--- src/rtl/core/spmd_pkg.sv ---
// ----------------------------------------------------------------------------
// spmd_pkg
// shared types and constants of the servo pulse median decoder
// ----------------------------------------------------------------------------
package spmd_pkg;

	// stream word widths
	localparam int IN_TDATA_W  = 8;
	localparam int OUT_TDATA_W = 16;
	localparam int SERVO_W     = 8;

	// zero offset after reset, one millisecond in ticks
	localparam logic [SERVO_W-1:0] ZERO_OFFSET_RST = 8'd125;
	// largest servo value
	localparam logic [SERVO_W-1:0] SERVO_MAX = 8'hFF;

	// result word, servo_value in the lowest bits
	typedef struct packed {
		logic               pulse_done;
		logic               ready_res;
		logic [SERVO_W-1:0] servo_value;
	} res_word_t;

	localparam int RES_W = $bits(res_word_t);

endpackage

--- src/rtl/core/spmd_front.sv ---
// ----------------------------------------------------------------------------
// spmd_front
// edge detection and pulse tick counter; classifies each sample word
// ----------------------------------------------------------------------------
module spmd_front
	import spmd_pkg::*;
#(
	parameter int COUNT_BITS = 8
) (
	input  logic                  clk,
	input  logic                  arst_n,
	input  logic                  in_valid,
	input  logic                  in_ready,
	input  logic                  pin_level,
	input  logic                  tick,
	output logic                  push,
	output logic [COUNT_BITS:0]   push_data
);

	logic                  last_level_q;
	logic                  counting_q;
	logic [COUNT_BITS-1:0] pulse_count_q;
	logic                  rise;
	logic                  fall;

	// edges against the previous sample
	assign rise = pin_level & ~last_level_q;
	assign fall = ~pin_level & last_level_q;
	assign push = in_valid & in_ready;

	// queue entry: end-of-pulse flag over the count before this sample
	assign push_data = {fall, pulse_count_q};

	// counter state
	always_ff @(posedge clk or negedge arst_n) begin
		if (!arst_n) begin
			last_level_q  <= 1'b0;
			counting_q    <= 1'b0;
			pulse_count_q <= '0;
		end else if (push) begin
			last_level_q <= pin_level;
			if (rise) begin
				pulse_count_q <= '0;
				counting_q    <= 1'b1;
			end else if (fall) begin
				counting_q <= 1'b0;
			end else if (counting_q && tick) begin
				pulse_count_q <= pulse_count_q + COUNT_BITS'(1);
			end
		end
	end

endmodule

--- src/rtl/core/spmd_queue.sv ---
// ----------------------------------------------------------------------------
// spmd_queue
// two-entry queue between front and back parts
// ----------------------------------------------------------------------------
module spmd_queue #(
	parameter int W = 9
) (
	input  logic         clk,
	input  logic         arst_n,
	input  logic         push,
	input  logic [W-1:0] push_data,
	input  logic         pop,
	output logic         not_full,
	output logic         not_empty,
	output logic [W-1:0] head
);

	logic [W-1:0] entry_q [2];
	logic         wr_ptr_q;
	logic         rd_ptr_q;
	logic [1:0]   cnt_q;

	assign not_full  = (cnt_q != 2'd2);
	assign not_empty = (cnt_q != 2'd0);
	assign head      = entry_q[rd_ptr_q];

	// entry storage
	always_ff @(posedge clk) begin
		if (push) begin
			entry_q[wr_ptr_q] <= push_data;
		end
	end

	// pointers and fill count
	always_ff @(posedge clk or negedge arst_n) begin
		if (!arst_n) begin
			wr_ptr_q <= 1'b0;
			rd_ptr_q <= 1'b0;
			cnt_q    <= 2'd0;
		end else begin
			if (push) begin
				wr_ptr_q <= ~wr_ptr_q;
			end
			if (pop) begin
				rd_ptr_q <= ~rd_ptr_q;
			end
			if (push && !pop) begin
				cnt_q <= cnt_q + 2'd1;
			end else if (pop && !push) begin
				cnt_q <= cnt_q - 2'd1;
			end
		end
	end

endmodule

--- src/rtl/core/spmd_back.sv ---
// ----------------------------------------------------------------------------
// spmd_back
// width ring, rank-select upper median and offset subtract with output register
// ----------------------------------------------------------------------------
module spmd_back
	import spmd_pkg::*;
#(
	parameter int RING_DEPTH = 4,
	parameter int COUNT_BITS = 8
) (
	input  logic                clk,
	input  logic                arst_n,
	input  logic                q_valid,
	input  logic [COUNT_BITS:0] q_data,
	output logic                q_pop,
	input  logic [SERVO_W-1:0]  zero_offset,
	input  logic                out_ready,
	output logic                out_valid,
	output res_word_t           out_word
);

	localparam int SLOT_W   = $clog2(RING_DEPTH);
	localparam int FILL_W   = $clog2(RING_DEPTH + 1);
	localparam int MED_RANK = RING_DEPTH / 2;

	logic [COUNT_BITS-1:0] width_ring [RING_DEPTH];
	logic [SLOT_W-1:0]     write_slot_q;
	logic [FILL_W-1:0]     fill_q;
	logic                  adv;
	logic                  ring_full;

	logic                  valid_s1;
	logic                  done_s1;
	logic                  valid_s2;
	logic                  done_s2;
	logic                  ready_s2;
	logic [COUNT_BITS-1:0] med_s2;

	logic [SLOT_W-1:0]     rank [RING_DEPTH];
	logic [COUNT_BITS-1:0] med;
	logic [COUNT_BITS-1:0] offset_ext;
	logic [COUNT_BITS-1:0] diff;
	logic [SERVO_W-1:0]    value;
	logic                  out_valid_q;
	res_word_t             out_word_q;

	// whole pipeline moves when the output register can take a word
	assign adv       = !out_valid_q || out_ready;
	assign q_pop     = adv && q_valid;
	assign ring_full = (fill_q == FILL_W'(RING_DEPTH));

	// ring write at the pop of an end-of-pulse entry
	always_ff @(posedge clk) begin
		if (q_pop && q_data[COUNT_BITS]) begin
			width_ring[write_slot_q] <= q_data[COUNT_BITS-1:0];
		end
	end

	// ring slot, fill level and stage one control
	always_ff @(posedge clk or negedge arst_n) begin
		if (!arst_n) begin
			write_slot_q <= '0;
			fill_q       <= '0;
			valid_s1     <= 1'b0;
			done_s1      <= 1'b0;
		end else if (adv) begin
			valid_s1 <= q_valid;
			done_s1  <= q_valid && q_data[COUNT_BITS];
			if (q_valid && q_data[COUNT_BITS]) begin
				if (write_slot_q == SLOT_W'(RING_DEPTH - 1)) begin
					write_slot_q <= '0;
				end else begin
					write_slot_q <= write_slot_q + SLOT_W'(1);
				end
				if (!ring_full) begin
					fill_q <= fill_q + FILL_W'(1);
				end
			end
		end
	end

	// rank of each entry, ties broken by slot, then pick the upper median
	always_comb begin
		med = width_ring[0];
		for (int i = 0; i < RING_DEPTH; i++) begin
			rank[i] = '0;
			for (int j = 0; j < RING_DEPTH; j++) begin
				if (j != i) begin
					if (width_ring[j] < width_ring[i] ||
						(j < i && width_ring[j] == width_ring[i])) begin
						rank[i] = rank[i] + SLOT_W'(1);
					end
				end
			end
		end
		for (int i = 0; i < RING_DEPTH; i++) begin
			if (rank[i] == SLOT_W'(MED_RANK)) begin
				med = width_ring[i];
			end
		end
	end

	// stage two control
	always_ff @(posedge clk or negedge arst_n) begin
		if (!arst_n) begin
			valid_s2 <= 1'b0;
			done_s2  <= 1'b0;
			ready_s2 <= 1'b0;
		end else if (adv) begin
			valid_s2 <= valid_s1;
			done_s2  <= done_s1;
			ready_s2 <= ring_full;
		end
	end

	// stage two median
	always_ff @(posedge clk) begin
		if (adv) begin
			med_s2 <= med;
		end
	end

	// offset subtract, clamp at zero, saturate to the servo range; zero until the ring is full
	assign offset_ext = COUNT_BITS'(zero_offset);
	assign diff       = med_s2 - offset_ext;
	always_comb begin
		if (!ready_s2 || med_s2 < offset_ext) begin
			value = '0;
		end else if (diff > COUNT_BITS'(SERVO_MAX)) begin
			value = SERVO_MAX;
		end else begin
			value = diff[SERVO_W-1:0];
		end
	end

	// output register
	always_ff @(posedge clk or negedge arst_n) begin
		if (!arst_n) begin
			out_valid_q <= 1'b0;
		end else if (adv) begin
			out_valid_q <= valid_s2;
		end
	end

	always_ff @(posedge clk) begin
		if (adv) begin
			out_word_q.servo_value <= value;
			out_word_q.ready_res   <= ready_s2;
			out_word_q.pulse_done  <= done_s2;
		end
	end

	assign out_valid = out_valid_q;
	assign out_word  = out_word_q;

endmodule

--- src/rtl/core/servo_pulse_median_decoder_unit.sv ---
// An accepted sample word passes the queue, stage one, stage two and output register.
// Throughput: one sample word per cycle unless stalled; the median rank compare and the
// offset subtract each hold one pipeline stage; a two-entry queue decouples the counter.
// Reset (arst_n low, asynchronous) stops the counter, empties the queue and ring
// fill level, and sets zero_offset to 125; ring contents are not cleared.
// ----------------------------------------------------------------------------
// servo_pulse_median_decoder_unit
// servo pulse width decoder with upper-median filter over the last pulses
// ----------------------------------------------------------------------------
module servo_pulse_median_decoder_unit
	import spmd_pkg::*;
#(
	parameter int RING_DEPTH = 4,
	parameter int COUNT_BITS = 8
) (
	input  logic                   clk,
	input  logic                   arst_n,
	input  logic                   s_tvalid,
	output logic                   s_tready,
	input  logic [IN_TDATA_W-1:0]  s_tdata,   // pin_level, tick
	output logic                   m_tvalid,
	input  logic                   m_tready,
	output logic [OUT_TDATA_W-1:0] m_tdata,   // servo_value[7:0], ready_res, pulse_done
	input  logic                   cfg_wen,
	input  logic [SERVO_W-1:0]     cfg_wdata
);

	logic                  push;
	logic [COUNT_BITS:0]   push_data;
	logic                  q_not_full;
	logic                  q_not_empty;
	logic [COUNT_BITS:0]   q_head;
	logic                  q_pop;
	logic [SERVO_W-1:0]    zero_offset_q;
	res_word_t             out_word;

	// zero offset register
	always_ff @(posedge clk or negedge arst_n) begin
		if (!arst_n) begin
			zero_offset_q <= ZERO_OFFSET_RST;
		end else if (cfg_wen) begin
			zero_offset_q <= cfg_wdata;
		end
	end

	assign s_tready = q_not_full;

	spmd_front #(
		.COUNT_BITS(COUNT_BITS)
	) u_front (
		.clk       (clk),
		.arst_n    (arst_n),
		.in_valid  (s_tvalid),
		.in_ready  (q_not_full),
		.pin_level (s_tdata[0]),
		.tick      (s_tdata[1]),
		.push      (push),
		.push_data (push_data)
	);

	spmd_queue #(
		.W(COUNT_BITS + 1)
	) u_queue (
		.clk       (clk),
		.arst_n    (arst_n),
		.push      (push),
		.push_data (push_data),
		.pop       (q_pop),
		.not_full  (q_not_full),
		.not_empty (q_not_empty),
		.head      (q_head)
	);

	spmd_back #(
		.RING_DEPTH(RING_DEPTH),
		.COUNT_BITS(COUNT_BITS)
	) u_back (
		.clk         (clk),
		.arst_n      (arst_n),
		.q_valid     (q_not_empty),
		.q_data      (q_head),
		.q_pop       (q_pop),
		.zero_offset (zero_offset_q),
		.out_ready   (m_tready),
		.out_valid   (m_tvalid),
		.out_word    (out_word)
	);

	assign m_tdata = {(OUT_TDATA_W - RES_W)'(0), out_word};

endmodule

--- config.mk ---
export PLATFORM = sky130hd
export DESIGN_NAME = servo_pulse_median_decoder_unit
export DESIGN_NICKNAME = d
export VERILOG_FILES = /design/src/rtl/core/spmd_pkg.sv /design/src/rtl/core/spmd_front.sv /design/src/rtl/core/spmd_queue.sv /design/src/rtl/core/spmd_back.sv /design/src/rtl/core/servo_pulse_median_decoder_unit.sv
export SDC_FILE = /design/constraint.sdc
export NUM_CORES = 1
export LEC_CHECK = 0
export BUFFER_PORTS_ARGS = -buffer_cell sky130_fd_sc_hd__buf_2
export CORE_ASPECT_RATIO = 1.75
export CORE_MARGIN = 3
export CORE_UTILIZATION = 40
export DETAILED_ROUTE_END_ITERATION = 8
export SLEW_MARGIN = 15
export SYNTH_ARGS = -nofsm -noshare
export SYNTH_HDL_FRONTEND = slang
export SYNTH_SLANG_ARGS = --single-unit
--- constraint.sdc ---
create_clock -name clk -period 4.55 [get_ports clk]
set_clock_uncertainty 0.2 [all_clocks]
set_input_delay 1.1375 -clock clk [delete_from_list [all_inputs] [get_ports clk]]
set_output_delay 1.1375 -clock clk [all_outputs]
set_load 0.02 [all_outputs]
==> results by group <==
Final layout
  • Combined area of the multi-input logic cells: 0.00253 mm²
  • Synthesis-to-layout area growth: 11.1%
  • Share of post-route cells with drive strength above 1: 14.4%
  • Net count, final: roughly 600
  • ANT cells: 0
  • Cell area after layout: approximately 0.0063 mm²
  • Filler cell count: ~1.3k
  • Sequential cell area: about 0.0029 mm²

CTS
  • H-tree depth: 3
  • Cell chosen for the clock root: clkbuf_16
  • Count of clock tree sinks: just over 100
  • Clock latency on the worst-skew pair: approximately 350 ps
  • Clock transition at the registers of the reported paths: roughly 70 ps
  • Largest buffer count on any clock path: 2
  • Number of buffers inserted during clock tree synthesis: 9
  • Number of buffers added to fix hold violations after cts: 0
  • Post-CTS sizing: 0
  • CTS tree: built
  • Post-CTS Repair Setup Buffers: 0

Setup path
  • Startpoint-to-endpoint class of the critical path: reg2reg
  • Flop-to-flop setup slack: roughly 630 ps
  • Number of cells on the worst reg-to-reg path: 14
  • Gate family responsible for the most delay along the worst path: compound AO/OA/AOI/OAI gates
  • Highest net fanout along the worst path: 8
  • Critical R2R Capture: u_back.med_s2[3]
  • Kind of end point of the critical path: flip-flop
  • Critical-path cell list: ha_1 > nor2b_1 > o21a_1 > o21ai_0 > nand2b_1 > a21oi_1 > o21ai_0 > o21ai_0 > ha_1 > or4_1 > o311a_1 > mux2_4 > mux2i_1 > mux2i_1
  • Max stage delay on crit path: a little over 500 ps
  • Slowest-stage cell, CP: or4_1
  • Critical R2R Launch: u_back.width_ring[0][1]
  • Cell depth of the worst setup path: 14
  • Critical path arrival: about 3800 ps
  • CP Capture Point: u_back.med_s2[3]
  • First element of the critical path: u_back.width_ring[0][1]
  • Most repeated library cell on the critical path: o21ai_0
  • Required time of the critical path: 4420 ps
  • Crit path buf inv count: 0
  • Startpoint types: flip-flop

Timing
  • Worst slew pin tran: approximately 820 ps
  • Max Slew Vio Count: 0
  • Smallest hold slack: about 260 ps
  • Hold Vio Cnt, Final: 0
  • RSZ-0062 raised after global routing: false
  • Post-route setup TNS: 0 ps
  • Post-route fraction of the period consumed by the critical path: 86.1%
  • Setup Viol. Count Final: 0
  • Worst rel slew slack: a little under half
  • FMAX: ~260 MHz
  • Least setup slack across all paths after layout: 631 ps
  • Minimum clock period: just under 4000 ps

Detailed routing
  • Total via count in the routed design: between 3k and 4k
  • Number of vias per cell after detailed routing: between 5 and 6
  • Routed len/inst: about 16 µm
  • DRC violations left: 0
  • Count of nets left with antenna violations after detail routing: 0
  • Iteration-0 DRC Markers: 74
  • Iteration count of the initial detailed-routing pass: 6
  • Final routed wirelength across all metal layers: about 11000 µm

Run
  • Max-cap violations: 0

Floorplanning
  • I/O pin count: 39
  • FP Rows: 56
  • Die Area: roughly 0.016 mm²
  • Initial core utilization: around two fifths
  • Core Region: roughly 0.014 mm²
  • Width of the die: ~96 µm
  • Vert. Die Dim: between 150 and 200 µm

Placed design
  • Global placer's final weighted congestion: about 0.83
  • Hpwl dp: 8530 µm
  • Port Buf Inserts: 26
  • Worst slack at placement: around 630 ps
  • Placed instance area: 0.00594 mm²

Outcome
  • Status: finished, final reports clean

Yosys
  • Number of synthesized register bits: approximately 100
  • Netlist cell types: 45
  • Post-synthesis area per instance: around 12 µm²
  • Cell type with the highest aggregate area in the netlist: edfxtp_1
  • Primary FF master, synth: edfxtp_1
  • Warning count from the yosys run: 0
  • Share of the yosys chip area belonging to registers: about half
  • Most used standard cells in the synthesized netlist: ha_1 (72), edfxtp_1 (68), inv_1 (47)
  • Top cell type's share of synthesized area: about 36%
  • Post-Synthesis Cell Area: about 0.0056 mm²
  • Number of enable-type register cells in the synthesized netlist: 68
  • Most frequent cell after synthesis: ha_1
  • Area contributors post-synth: edfxtp_1 (36%), ha_1 (16%), dfrtp_1 (12%)
  • Number of cells produced by synthesis: 470
  • Ys async rst share: 32.7%

Pwr
  • Internal: between 2 and 2.5 mW
  • Power density over cell area: between 500 and 600 mW/mm²
  • Fraction of power consumed by the clock network: between 20% and 30%
  • Leakage component of the power: 2.85 nW
  • Switching Fraction: 35.7%
  • Gate power share: roughly two fifths
  • Total power of the final layout: around 3.7 mW
  • Sequential power share: about 40%
  • Switching power total: about 1.3 mW
  • Largest voltage drop on the vdd net: between 200 and 250 µV

GRT
  • Vias in the first global route: between 3k and 4k
  • Residual overflow from global routing: 0
  • Pin count of the biggest net entering global routing: 34
  • Overall Global Routing Usage: 14.9%
  • Number of antenna violations at the first check in global routing: 0
  • Global-route wire length before repair: approximately 17000 µm

Worst hold path
  • Class of the worst hold path: reg2reg
[cells by family after synthesis]
kind of cell             after synthesis  synth area share [%]
buffers and inverters                 58                  4.39
adder cells (fa/ha/maj)               73                  16.3
AO/OA/AOI/OAI                         74                  7.90
other                                  1                0.0665
multiplexers                          38                  7.99
AND/OR/NAND/NOR                      110                  9.99
XOR/XNOR                              15                  2.33
flip-flops                           101                  51.0
[through the flow]
| stage | util [%] | instances |
|---|---|---|
| floorplan | - | 475 |
| global placement | 43.7 | 666 |
| detailed placement | 43.7 | 666 |
| CTS | 46.1 | 682 |
| global route | 46.1 | 682 |
| finish | 46.1 | 682 |
[how the worst min path moves through the flow]
stage | from | end | cells past startpoint
after CTS | u_back.done_s2 | u_back.out_word[9] | 0
after detailed placement | u_back.done_s2 | u_back.out_word[9] | 0
after global routing | u_back.done_s2 | u_back.out_word[9] | 0
final | u_back.done_s2 | u_back.out_word[9] | 0
after floorplan | u_back.done_s2 | u_back.out_word[9] | 0
after global placement | u_back.done_s2 | u_back.out_word[9] | 0
[registers in the layout (all words and copies together), names as in the netlist]
register / count
u_back.done_s1: 1
u_back.done_s2: 1
u_back.fill_q: 3
u_back.med_s2: 8
u_back.out_valid: 1
u_back.out_word: 10
u_back.ready_s2: 1
u_back.valid_s1: 1
u_back.valid_s2: 1
u_back.width_ring: 32
u_back.write_slot_q: 2
u_front.counting_q: 1
u_front.last_level_q: 1
u_front.pulse_count_q: 8
u_queue.cnt_q: 2
u_queue.entry_q: 18
u_queue.rd_ptr_q: 1
u_queue.wr_ptr_q: 1
zero_offset_q: 8
[placed cells by master (no fill, tap or decap), types with 2 or more instances in the layout]
| master | n |
|---|---|
| a21oi_1 | 18 |
| mux2i_1 | 17 |
| a211oi_1 | 5 |
| nand2_1 | 27 |
| o21ai_1 | 3 |
| xor2_1 | 7 |
| a21o_1 | 8 |
| nand2b_1 | 10 |
| and3_1 | 5 |
| conb_1 | 6 |
| nand3_1 | 9 |
| edfxtp_1 | 68 |
| dfrtp_1 | 27 |
| clkbuf_16 | 10 |
| dfstp_2 | 6 |
| nand4_1 | 8 |
| xnor2_1 | 8 |
| and2_1 | 4 |
| o21ai_0 | 26 |
| nor2b_1 | 14 |
| ha_1 | 72 |
| buf_2 | 26 |
| inv_1 | 47 |
| o21a_1 | 9 |
| clkinv_4 | 3 |
| clkinv_8 | 2 |
| nor3_1 | 4 |
| mux2_4 | 8 |
| nor2_1 | 22 |
| mux2_2 | 11 |
[layer usage]
| metal | part of all wire, % | vias up | wire (µm) | track usage [%] |
|---|---|---|---|---|
| met5 | 0 | - | 0 | 0 |
| met3 | 2.8 | 17 | 301 | 3.04 |
| met4 | 2.6 | 0 | 274 | 6.28 |
| li1 | - | 1724 | - | - |
| met1 | 35 | 1665 | 3690 | 13.5 |
| met2 | 60 | 46 | 6390 | 30.1 |
[power by group through the flow]
stage	Sequential, mW	Clock [mW]	Combinational (mW)
4_1_cts	1.52	0.814	1.47
5_1_grt	1.55	0.857	1.62
3_3_place_gp	1.52	0	1.40
2_1_floorplan	1.52	0	1.11
3_5_place_dp	1.54	0	1.46
6_report	1.52	0.793	1.44
[area by class of cell]
cell class                 count  area share [%]
inverter                      48            2.88
multi-input combinational    316            40.5
sequential                   101            45.9
clock buffer                  10            4.00
timing repair buffer          27            2.20
clock inverter                 6            1.08
tap                          174            3.48
No activity file was read; power rests on OpenSTA's default activity.
